`config.mk`:
```
export PLATFORM = sky130hd
export DESIGN_NAME = countdown_sensor_display_alarm
export DESIGN_NICKNAME = d
export VERILOG_FILES = /design/src/rtl/csda_pkg.sv /design/src/rtl/csda_front.sv /design/src/rtl/csda_queue.sv /design/src/rtl/csda_back.sv /design/src/rtl/countdown_sensor_display_alarm.sv
export SDC_FILE = /design/constraint.sdc
export NUM_CORES = 1
export LEC_CHECK = 0
export BUFFER_PORTS_ARGS = -buffer_cell sky130_fd_sc_hd__clkbuf_2
export CAP_MARGIN = 20
export CORE_MARGIN = 8
export CORE_UTILIZATION = 30
export DETAILED_ROUTE_END_ITERATION = 8
export PLACE_DENSITY = 0.51
export SETUP_SLACK_MARGIN = 0.4
export SLEW_MARGIN = 30
export SYNTH_ARGS = -nofsm -noshare
export SYNTH_HDL_FRONTEND = slang
export SYNTH_SLANG_ARGS = --single-unit
```
`constraint.sdc`:
```
create_clock -name clk -period 9.9 [get_ports clk]
set_input_delay 2.97 -clock clk [delete_from_list [all_inputs] [get_ports clk]]
set_output_delay 2.97 -clock clk [all_outputs]
set_load 0.1 [all_outputs]
```
`src/rtl/csda_pkg.sv`:
```
`timescale 1ns / 1ps

package csda_pkg;

  // Display geometry
  localparam int NUM_DIGITS  = 4;
  localparam int DIG_W       = $clog2(NUM_DIGITS);
  localparam int POINT_DIGIT = 2;
  localparam int QUEUE_DEPTH = 2;

  // Request codes
  localparam logic [1:0] REQ_TICK   = 2'd0;
  localparam logic [1:0] REQ_BUTTON = 2'd1;
  localparam logic [1:0] REQ_SAMPLE = 2'd2;

  // Tone codes
  localparam logic [1:0] TONE_OFF   = 2'd0;
  localparam logic [1:0] TONE_TIMER = 2'd1;
  localparam logic [1:0] TONE_AIR   = 2'd2;

  // Configuration register indexes
  localparam logic [1:0] CFG_AIR_THRESHOLD  = 2'd0;
  localparam logic [1:0] CFG_RELOAD_SECONDS = 2'd1;
  localparam logic [1:0] CFG_ALARM_LENGTH   = 2'd2;

  // Reset values
  localparam logic [9:0]  AIR_THRESHOLD_RST  = 10'd240;
  localparam logic [12:0] RELOAD_SECONDS_RST = 13'd3600;
  localparam logic [7:0]  ALARM_LENGTH_RST   = 8'd100;

  // Sensor conversion: ppm = (adc * 250 - 5120) / 1024
  localparam logic [17:0] ADC_GAIN   = 18'd250;
  localparam logic [17:0] ADC_OFFSET = 18'd5120;

  // Reciprocal of 60: exact for 13-bit values with a 19-bit shift
  localparam logic [13:0] RECIP_60 = 14'd8739;
  localparam int          SHIFT_60 = 19;

  typedef struct packed {
    logic [1:0] req_type;
    logic [9:0] sensor_code;
  } in_item_t;

  typedef struct packed {
    logic [7:0] segments;
    logic [3:0] digit_select;
    logic [1:0] tone;
    logic       last_digit;
  } out_item_t;

  // One display scan waiting for the back end
  typedef struct packed {
    logic [NUM_DIGITS-1:0][3:0] digits;
    logic                       point;
    logic [1:0]                 tone;
  } scan_t;

  // Quotient by ten for values below 256 (reciprocal 205 / 2048)
  function automatic logic [4:0] div10(input logic [7:0] val);
    logic [15:0] prod;
    prod = 16'(val) * 16'd205;
    return prod[15:11];
  endfunction

  // Remainder by ten for values below 256
  function automatic logic [3:0] mod10(input logic [7:0] val);
    logic [7:0] quo;
    quo = 8'(div10(val));
    return 4'(val - 8'(quo * 8'd10));
  endfunction

  // Seven-segment patterns, bit 7 left for the decimal point
  function automatic logic [7:0] seg_of(input logic [3:0] dig);
    logic [7:0] seg;
    unique case (dig)
      4'd0:    seg = 8'h3F;
      4'd1:    seg = 8'h06;
      4'd2:    seg = 8'h5B;
      4'd3:    seg = 8'h4F;
      4'd4:    seg = 8'h66;
      4'd5:    seg = 8'h6D;
      4'd6:    seg = 8'h7D;
      4'd7:    seg = 8'h07;
      4'd8:    seg = 8'h7F;
      4'd9:    seg = 8'h6F;
      default: seg = 8'h00;
    endcase
    return seg;
  endfunction

endpackage

```
`src/rtl/csda_front.sv`:
```
`timescale 1ns / 1ps

module csda_front (
  input  logic              clk,
  input  logic              rst,
  input  logic              in_valid,
  output logic              in_stall,
  input  csda_pkg::in_item_t in_data,
  input  logic              cfg_valid,
  output logic              cfg_ready,
  input  logic [1:0]        cfg_index,
  input  logic [12:0]       cfg_data,
  output logic              push,
  output csda_pkg::scan_t   push_data,
  input  logic              queue_full
);
  import csda_pkg::*;

  logic [9:0]  air_threshold;
  logic [12:0] reload_seconds;
  logic [7:0]  alarm_length;
  logic        display_mode;
  logic [12:0] seconds_left;
  logic [7:0]  alarm_count;

  logic        accept;
  logic [17:0] scaled;
  logic [20:0] air_limit;
  logic        air;
  logic        secs_zero;
  logic [7:0]  count_armed;
  logic [1:0]  tone_now;
  logic [7:0]  ppm;

  // Stage 1: snapshot of a sample
  logic        p1_valid;
  logic        p1_mode;
  logic [12:0] p1_secs;
  logic [7:0]  p1_ppm;
  logic [1:0]  p1_tone;
  logic        p1_adv;

  // Stage 2: minutes and seconds split
  logic        p2_valid;
  logic        p2_mode;
  logic [7:0]  p2_mins;
  logic [5:0]  p2_secs;
  logic [7:0]  p2_ppm;
  logic [1:0]  p2_tone;
  logic        p2_free;

  logic [26:0] mins_prod;
  logic [7:0]  mins_calc;
  logic [12:0] secs_calc;

  logic [4:0]  tq;
  logic [4:0]  sq;
  logic [4:0]  pq;
  logic [13:0] hund_prod;

  assign cfg_ready = 1'b1;

  // Pipeline flow control
  assign push     = p2_valid && !queue_full;
  assign p2_free  = !p2_valid || push;
  assign p1_adv   = p1_valid && p2_free;
  assign in_stall = p1_valid && !p2_free;
  assign accept   = in_valid && !in_stall;

  // Classify the sample against the warning level and the alarm state
  always_comb begin
    scaled      = 18'(in_data.sensor_code) * ADC_GAIN;
    air_limit   = {1'b0, air_threshold, 10'b0} + 21'(ADC_OFFSET);
    air         = 21'(scaled) > air_limit;
    ppm         = (scaled >= ADC_OFFSET) ? 8'((scaled - ADC_OFFSET) >> 10) : 8'd0;
    secs_zero   = (seconds_left == 13'd0);
    count_armed = (secs_zero || air) ? alarm_length : alarm_count;
    if (count_armed == 8'd0) begin
      tone_now = TONE_OFF;
    end else if (secs_zero) begin
      tone_now = TONE_TIMER;
    end else if (air) begin
      tone_now = TONE_AIR;
    end else begin
      tone_now = TONE_OFF;
    end
  end

  // Configuration writes
  always_ff @(posedge clk) begin
    if (rst) begin
      air_threshold  <= AIR_THRESHOLD_RST;
      reload_seconds <= RELOAD_SECONDS_RST;
      alarm_length   <= ALARM_LENGTH_RST;
    end else if (cfg_valid) begin
      unique case (cfg_index)
        CFG_AIR_THRESHOLD:  air_threshold  <= cfg_data[9:0];
        CFG_RELOAD_SECONDS: reload_seconds <= cfg_data;
        CFG_ALARM_LENGTH:   alarm_length   <= cfg_data[7:0];
        default: ;
      endcase
    end
  end

  // Advance timer, mode and alarm state on each accepted request
  always_ff @(posedge clk) begin
    if (rst) begin
      display_mode <= 1'b0;
      seconds_left <= RELOAD_SECONDS_RST;
      alarm_count  <= 8'd0;
    end else if (accept) begin
      unique case (in_data.req_type)
        REQ_TICK: begin
          if (secs_zero) begin
            alarm_count  <= alarm_length;
            seconds_left <= reload_seconds;
          end else begin
            seconds_left <= seconds_left - 13'd1;
          end
        end
        REQ_BUTTON: display_mode <= !display_mode;
        REQ_SAMPLE: begin
          alarm_count <= (count_armed == 8'd0) ? 8'd0 : count_armed - 8'd1;
        end
        default: ;
      endcase
    end
  end

  // Stage 1 register
  always_ff @(posedge clk) begin
    if (rst) begin
      p1_valid <= 1'b0;
    end else if (accept && in_data.req_type == REQ_SAMPLE) begin
      p1_valid <= 1'b1;
    end else if (p1_adv) begin
      p1_valid <= 1'b0;
    end
  end

  always_ff @(posedge clk) begin
    if (accept && in_data.req_type == REQ_SAMPLE) begin
      p1_mode <= display_mode;
      p1_secs <= seconds_left;
      p1_ppm  <= ppm;
      p1_tone <= tone_now;
    end
  end

  // Split seconds into minutes and seconds
  always_comb begin
    mins_prod = 27'(p1_secs) * 27'(RECIP_60);
    mins_calc = mins_prod[SHIFT_60 +: 8];
    secs_calc = p1_secs - 13'(mins_calc * 13'd60);
  end

  // Stage 2 register
  always_ff @(posedge clk) begin
    if (rst) begin
      p2_valid <= 1'b0;
    end else if (p2_free) begin
      p2_valid <= p1_adv;
    end
  end

  always_ff @(posedge clk) begin
    if (p1_adv) begin
      p2_mode <= p1_mode;
      p2_mins <= mins_calc;
      p2_secs <= secs_calc[5:0];
      p2_ppm  <= p1_ppm;
      p2_tone <= p1_tone;
    end
  end

  // Take the shown value apart into decimal digits
  always_comb begin
    tq        = div10(p2_mins);
    sq        = div10({2'b0, p2_secs});
    pq        = div10(p2_ppm);
    hund_prod = 14'(p2_ppm) * 14'd41;
    push_data.tone  = p2_tone;
    push_data.point = !p2_mode;
    if (!p2_mode) begin
      push_data.digits[3] = (tq >= 5'd10) ? 4'(tq - 5'd10) : tq[3:0];
      push_data.digits[2] = mod10(p2_mins);
      push_data.digits[1] = sq[3:0];
      push_data.digits[0] = mod10({2'b0, p2_secs});
    end else begin
      push_data.digits[3] = 4'd0;
      push_data.digits[2] = {2'b0, hund_prod[13:12]};
      push_data.digits[1] = mod10({3'b0, pq});
      push_data.digits[0] = mod10(p2_ppm);
    end
  end

endmodule

```
`src/rtl/csda_queue.sv`:
```
`timescale 1ns / 1ps

module csda_queue #(
  parameter int DEPTH = csda_pkg::QUEUE_DEPTH
) (
  input  logic            clk,
  input  logic            rst,
  input  logic            push,
  input  csda_pkg::scan_t push_data,
  output logic            full,
  input  logic            pop,
  output csda_pkg::scan_t head,
  output logic            empty
);
  import csda_pkg::*;

  localparam int AW = (DEPTH > 1) ? $clog2(DEPTH) : 1;
  localparam int CW = $clog2(DEPTH + 1);

  scan_t          entries [DEPTH];
  logic [AW-1:0]  wr_ptr;
  logic [AW-1:0]  rd_ptr;
  logic [CW-1:0]  count;

  assign full  = (count == CW'(DEPTH));
  assign empty = (count == '0);
  assign head  = entries[rd_ptr];

  // Store the incoming scan
  always_ff @(posedge clk) begin
    if (push) begin
      entries[wr_ptr] <= push_data;
    end
  end

  // Advance pointers and fill count
  always_ff @(posedge clk) begin
    if (rst) begin
      wr_ptr <= '0;
      rd_ptr <= '0;
      count  <= '0;
    end else begin
      if (push) begin
        wr_ptr <= (wr_ptr == AW'(DEPTH - 1)) ? '0 : wr_ptr + AW'(1);
      end
      if (pop) begin
        rd_ptr <= (rd_ptr == AW'(DEPTH - 1)) ? '0 : rd_ptr + AW'(1);
      end
      if (push && !pop) begin
        count <= count + CW'(1);
      end else if (pop && !push) begin
        count <= count - CW'(1);
      end
    end
  end

endmodule

```
`src/rtl/csda_back.sv`:
```
`timescale 1ns / 1ps

module csda_back (
  input  logic                clk,
  input  logic                rst,
  input  csda_pkg::scan_t     head,
  input  logic                empty,
  output logic                pop,
  output logic                out_valid,
  input  logic                out_stall,
  output csda_pkg::out_item_t out_data
);
  import csda_pkg::*;

  logic [DIG_W-1:0] idx;
  logic             load;
  logic             last;
  out_item_t        item_next;

  assign load = !empty && (!out_valid || !out_stall);
  assign last = (idx == DIG_W'(NUM_DIGITS - 1));
  assign pop  = load && last;

  // Build the request for the current digit
  always_comb begin
    item_next.segments = seg_of(head.digits[idx]);
    if (head.point && idx == DIG_W'(POINT_DIGIT)) begin
      item_next.segments[7] = 1'b1;
    end
    item_next.digit_select = 4'(1) << idx;
    item_next.tone         = head.tone;
    item_next.last_digit   = last;
  end

  // Step through the digits of the head scan
  always_ff @(posedge clk) begin
    if (rst) begin
      idx       <= '0;
      out_valid <= 1'b0;
    end else begin
      if (load) begin
        idx <= last ? '0 : idx + DIG_W'(1);
      end
      if (load) begin
        out_valid <= 1'b1;
      end else if (!out_stall) begin
        out_valid <= 1'b0;
      end
    end
  end

  // Hold the output request until taken
  always_ff @(posedge clk) begin
    if (load) begin
      out_data <= item_next;
    end
  end

endmodule

```
`src/rtl/countdown_sensor_display_alarm.sv`:
```
// A sensor sample passes stage 1, stage 2, the scan queue and the output register
// before its first digit request is valid. The back end sends one digit a cycle
// while out_stall is low; ticks and button presses give no request.
// A two-entry scan queue lets the front take new requests while digits drain.
// Reset (synchronous, active high) restores timer mode, 3600 s, silent alarm.
`timescale 1ns / 1ps

module countdown_sensor_display_alarm #(
  parameter int QUEUE_DEPTH = csda_pkg::QUEUE_DEPTH
) (
  input  logic                clk,
  input  logic                rst,
  input  logic                in_valid,
  output logic                in_stall,
  input  csda_pkg::in_item_t  in_data,
  output logic                out_valid,
  input  logic                out_stall,
  output csda_pkg::out_item_t out_data,
  input  logic                cfg_valid,
  output logic                cfg_ready,
  input  logic [1:0]          cfg_index,
  input  logic [12:0]         cfg_data
);
  import csda_pkg::*;

  logic  push;
  scan_t push_data;
  logic  queue_full;
  logic  pop;
  scan_t head;
  logic  empty;

  // Accept requests, keep state, compute digits
  csda_front u_front (
    .clk        (clk),
    .rst        (rst),
    .in_valid   (in_valid),
    .in_stall   (in_stall),
    .in_data    (in_data),
    .cfg_valid  (cfg_valid),
    .cfg_ready  (cfg_ready),
    .cfg_index  (cfg_index),
    .cfg_data   (cfg_data),
    .push       (push),
    .push_data  (push_data),
    .queue_full (queue_full)
  );

  // Buffer scans between the two halves
  csda_queue #(
    .DEPTH (QUEUE_DEPTH)
  ) u_queue (
    .clk       (clk),
    .rst       (rst),
    .push      (push),
    .push_data (push_data),
    .full      (queue_full),
    .pop       (pop),
    .head      (head),
    .empty     (empty)
  );

  // Send the four digits of each scan
  csda_back u_back (
    .clk       (clk),
    .rst       (rst),
    .head      (head),
    .empty     (empty),
    .pop       (pop),
    .out_valid (out_valid),
    .out_stall (out_stall),
    .out_data  (out_data)
  );

endmodule

```
==> results.rst <==
.. list-table::
   :header-rows: 1

   * - Metric
     - Value
   * - CTS clk-pin slew, worst paths
     - 0.06 ns
   * - Most Frequent Cell on Critical Path
     - fa_1
   * - Area of all sequential standard cells
     - 4324 um2
   * - DP HPWL
     - 23.56 mm
   * - Part of the Yosys area used for sequential elements
     - 28.94%
   * - Element type at the critical path end
     - register
   * - Total setup violations reported at the end of the flow
     - 0
   * - TNS Setup
     - 0 ns
   * - Number of buffers added on ports
     - 48
   * - Largest net degree at the start of global routing
     - 64
   * - Wire length of the first global-routing pass
     - 49.76 mm
   * - Required time at the endpoint of the critical path
     - 10.18 ns
   * - Setup repair after global routing missed its margin
     - true
   * - TritonCTS buffer count
     - 17
   * - EDFF count, synth
     - 102
   * - TritonCTS clock tree
     - done
   * - Initial DRT Pass Iterations
     - 6
   * - Aggregate global routing overflow
     - 0
   * - Number of synthesized register bits
     - 165
   * - GP Congestion
     - 0.8152
   * - Cell with the most instances after synthesis
     - ha_1
   * - Critical path startpoint category
     - primary input
   * - Post-Layout Cell Count
     - 2209
   * - Mapped Nets
     - 1886
   * - Worst vdd rail ir drop
     - 0.1206 mV
   * - Vias
     - 9980
   * - Leading post-synthesis cells by cell area
     - ha_1 25%, edfxtp_1 20%, fa_1 12%, dfxtp_1 8.4%, inv_1 6.4%
   * - Ratio of routed vias to standard cells
     - 4.518
   * - Post-layout minimum cycle time
     - 9.323 ns
   * - Routed metal-1 wire length
     - 14.03 mm
   * - Main synth FF type
     - edfxtp_1
   * - Area growth from synthesis to layout
     - 12.99%
   * - Slew margin rel.
     - 40.89%
   * - Max-cap violations
     - 0
   * - Metal2 WL
     - 13.96 mm
   * - Standby leakage power
     - 7.862 nW
   * - Layout Nets
     - 1952
   * - Critical-path maximum fanout
     - 7
   * - Status
     - finished clean
   * - Worst min-delay path category
     - reg -> reg
   * - Count of antenna-violating nets left after detailed routing
     - 0
   * - Power Total
     - 3.363 mW
   * - Skew final
     - 0.01375 ns
   * - Clock H-tree levels
     - 4
   * - Clock root buffer master
     - clkbuf_16
   * - Category of the critical setup timing path
     - in -> reg
   * - Cell Area, Synth
     - 14940 um2
   * - Post-route clock period utilization
     - 94.18%
   * - Per-instance average area after synthesis
     - 10.19 um2
   * - Library cell with the largest summed area after synthesis
     - ha_1
   * - Overall track demand over capacity in global routing
     - 10.44%
   * - Leading cell types by count after synthesis
     - 302 x ha_1, 254 x inv_1, 102 x edfxtp_1, 100 x nor2_1, 86 x fa_1
   * - Fraction of registers with async set/reset
     - 0%
   * - Crit-path slowest cell
     - fa_1
   * - Share of the synthesized area in the top cell type
     - 25.29%
   * - Clock Path Buffers
     - 2
   * - Detailed-route wire length
     - 28.82 mm
   * - Detail-routed net length per standard cell
     - 13.05 um
   * - Final slew viol count
     - 0
   * - # placed instances
     - 2169
   * - Mapped Cells
     - 1466
   * - Clock Sinks
     - 165
   * - Ant. Diodes
     - 0
   * - Number of hold-slack violations in the final timing report
     - 0
   * - Core area
     - 49050 um2
   * - Antenna violations before repair
     - 0
   * - Standard-cell rows
     - 81
   * - Number of top-level design ports
     - 50
   * - Highest metal layer with signal wires
     - met4
   * - Multi-input combinational cell area
     - 9796 um2
   * - # DRC
     - 0
   * - Skew-Pair Late Insertion Delay
     - 0.43 ns
   * - Chip height
     - 239.2 um
   * - Post-CTS Hold Fix Bufs
     - 0
   * - Warning count from the yosys run
     - 0
   * - Worst hold slack across all endpoints
     - 0.4199 ns
   * - Total die area
     - 57200 um2
   * - Cell variety after synth
     - 71
   * - Worst-Margin Slew
     - 0.8867 ns
   * - Top achievable clock speed
     - 107.3 MHz
   * - WL met3
     - 640 um
   * - Fill cells
     - 4959
   * - Die X
     - 239.2 um
   * - Power per cell area
     - 199.2 nW/um2
   * - Starting utilization of the core area
     - 30.46%
   * - Initial DRC count
     - 339
   * - Fraction of final layout cells sized beyond drive strength 1
     - 11.97%
   * - CP Data Arrival Time
     - 9.61 ns
   * - Number of global-route vias before repair
     - 10384
   * - Delay of the slowest cell on the worst path
     - 0.49 ns
path summary, 6_finish.rpt:
kind                                    from                             endpoint  cells after the start  slack (ns)
max                               in_data[4]  u_front.alarm_count[4]$_SDFFE_PP0P_                     31        0.58
min          u_front.p1_ppm[3]$_SDFFCE_PN0P_          u_front.p2_ppm[3]$_DFFE_PP_                      0        0.42
max reg2reg      u_front.p2_ppm[2]$_DFFE_PP_     u_queue.entries[0][10]$_DFFE_PP_                     31        2.04
min reg2reg  u_front.p1_ppm[3]$_SDFFCE_PN0P_          u_front.p2_ppm[3]$_DFFE_PP_                      0        0.42
through the flow:
| stage | util (%) | worst slack (ns) | cell area, um2 |
|---|---|---|---|
| floorplan | - | 0.2932 | 15030 |
| global placement | 32.89 | 0.03978 | 16130 |
| detailed placement | 32.89 | -0.1123 | 16130 |
| CTS | 33.96 | 0.4260 | 16660 |
| global route | 34.42 | 0.2055 | 16880 |
| finish | 34.42 | 0.5766 | 16880 |
layout make-up:
cell class              count  share of cell area [%]
clock buffers              20                   2.587
repair buffers             75                   2.713
flip-flops and latches    165                   25.61
multi-input cells        1019                   58.02
clock inverters            12                  0.4743
well taps                 664                   4.921
inverters                 254                   5.670
state kept, by name (all words and copies together), names as in the netlist, 2 cells and up, named ones only:
name and count:
u_front.p1_tone 2, u_queue.count 2, u_front.p2_secs 6, u_back.out_data 15, u_front.p1_secs 13, u_front.p2_mins 8, u_front.p2_tone 2, u_front.alarm_count 8
u_front.alarm_length 8, u_front.seconds_left 13, u_front.p2_ppm 8, u_front.reload_seconds 13, u_back.idx 2, u_queue.entries 38, u_front.p1_ppm 8, u_front.air_threshold 10
repair_timing:
| item | CTS | global route |
|---|---|---|
| buffers inserted | 0 | 8 |
| endpoints found under the setup margin | 7 | 10 |
| pin swaps | 0 | 23 |
| gates resized for setup | 1 | 40 |
worst max-delay path, delay by kind of cell:
family / cells / cell delay, ns
simple gates: 8 / 1.29
compound gates: 8 / 1.77
mux: 1 / 0.22
fa+ha+maj: 7 / 2.74
buf+inv: 7 / 0.62
cell usage in the layout, fill, tap and decap left out, types with 29 or more instances in the layout:
cell type,n
edfxtp_1,102
buf_4,29
o21ai_0,36
nand2_1,73
ha_1,294
fa_1,85
clkbuf_2,45
nor2_1,99
xor2_1,39
dfxtp_1,63
inv_1,245
a21oi_1,51
xnor2_1,42
cells by family after synthesis:
| kind of cell | Yosys count | share of synthesized area (%) |
|---|---|---|
| other cells | 1 | 0.02510 |
| simple gates | 315 | 10.25 |
| buf+inv | 282 | 7.201 |
| compound gates | 195 | 8.684 |
| xor+xnor | 81 | 4.748 |
| fa+ha+maj | 388 | 36.81 |
| mux | 39 | 3.341 |
| flops | 165 | 28.94 |
report_power, final:
part           switching, mW  internal, mW
clock network          0.269         0.320
registers             0.0252         0.839
logic                   1.05         0.855
per-layer routing:
metal  vias to the layer above  global-route usage (%)
li1                       5145                       -
met1                      4751                   13.24
met2                        71                   18.50
met3                        13                   1.804
met4                         0                   2.016
met5                         -                       0
Note: power is estimated with default switching activity, not from simulation.
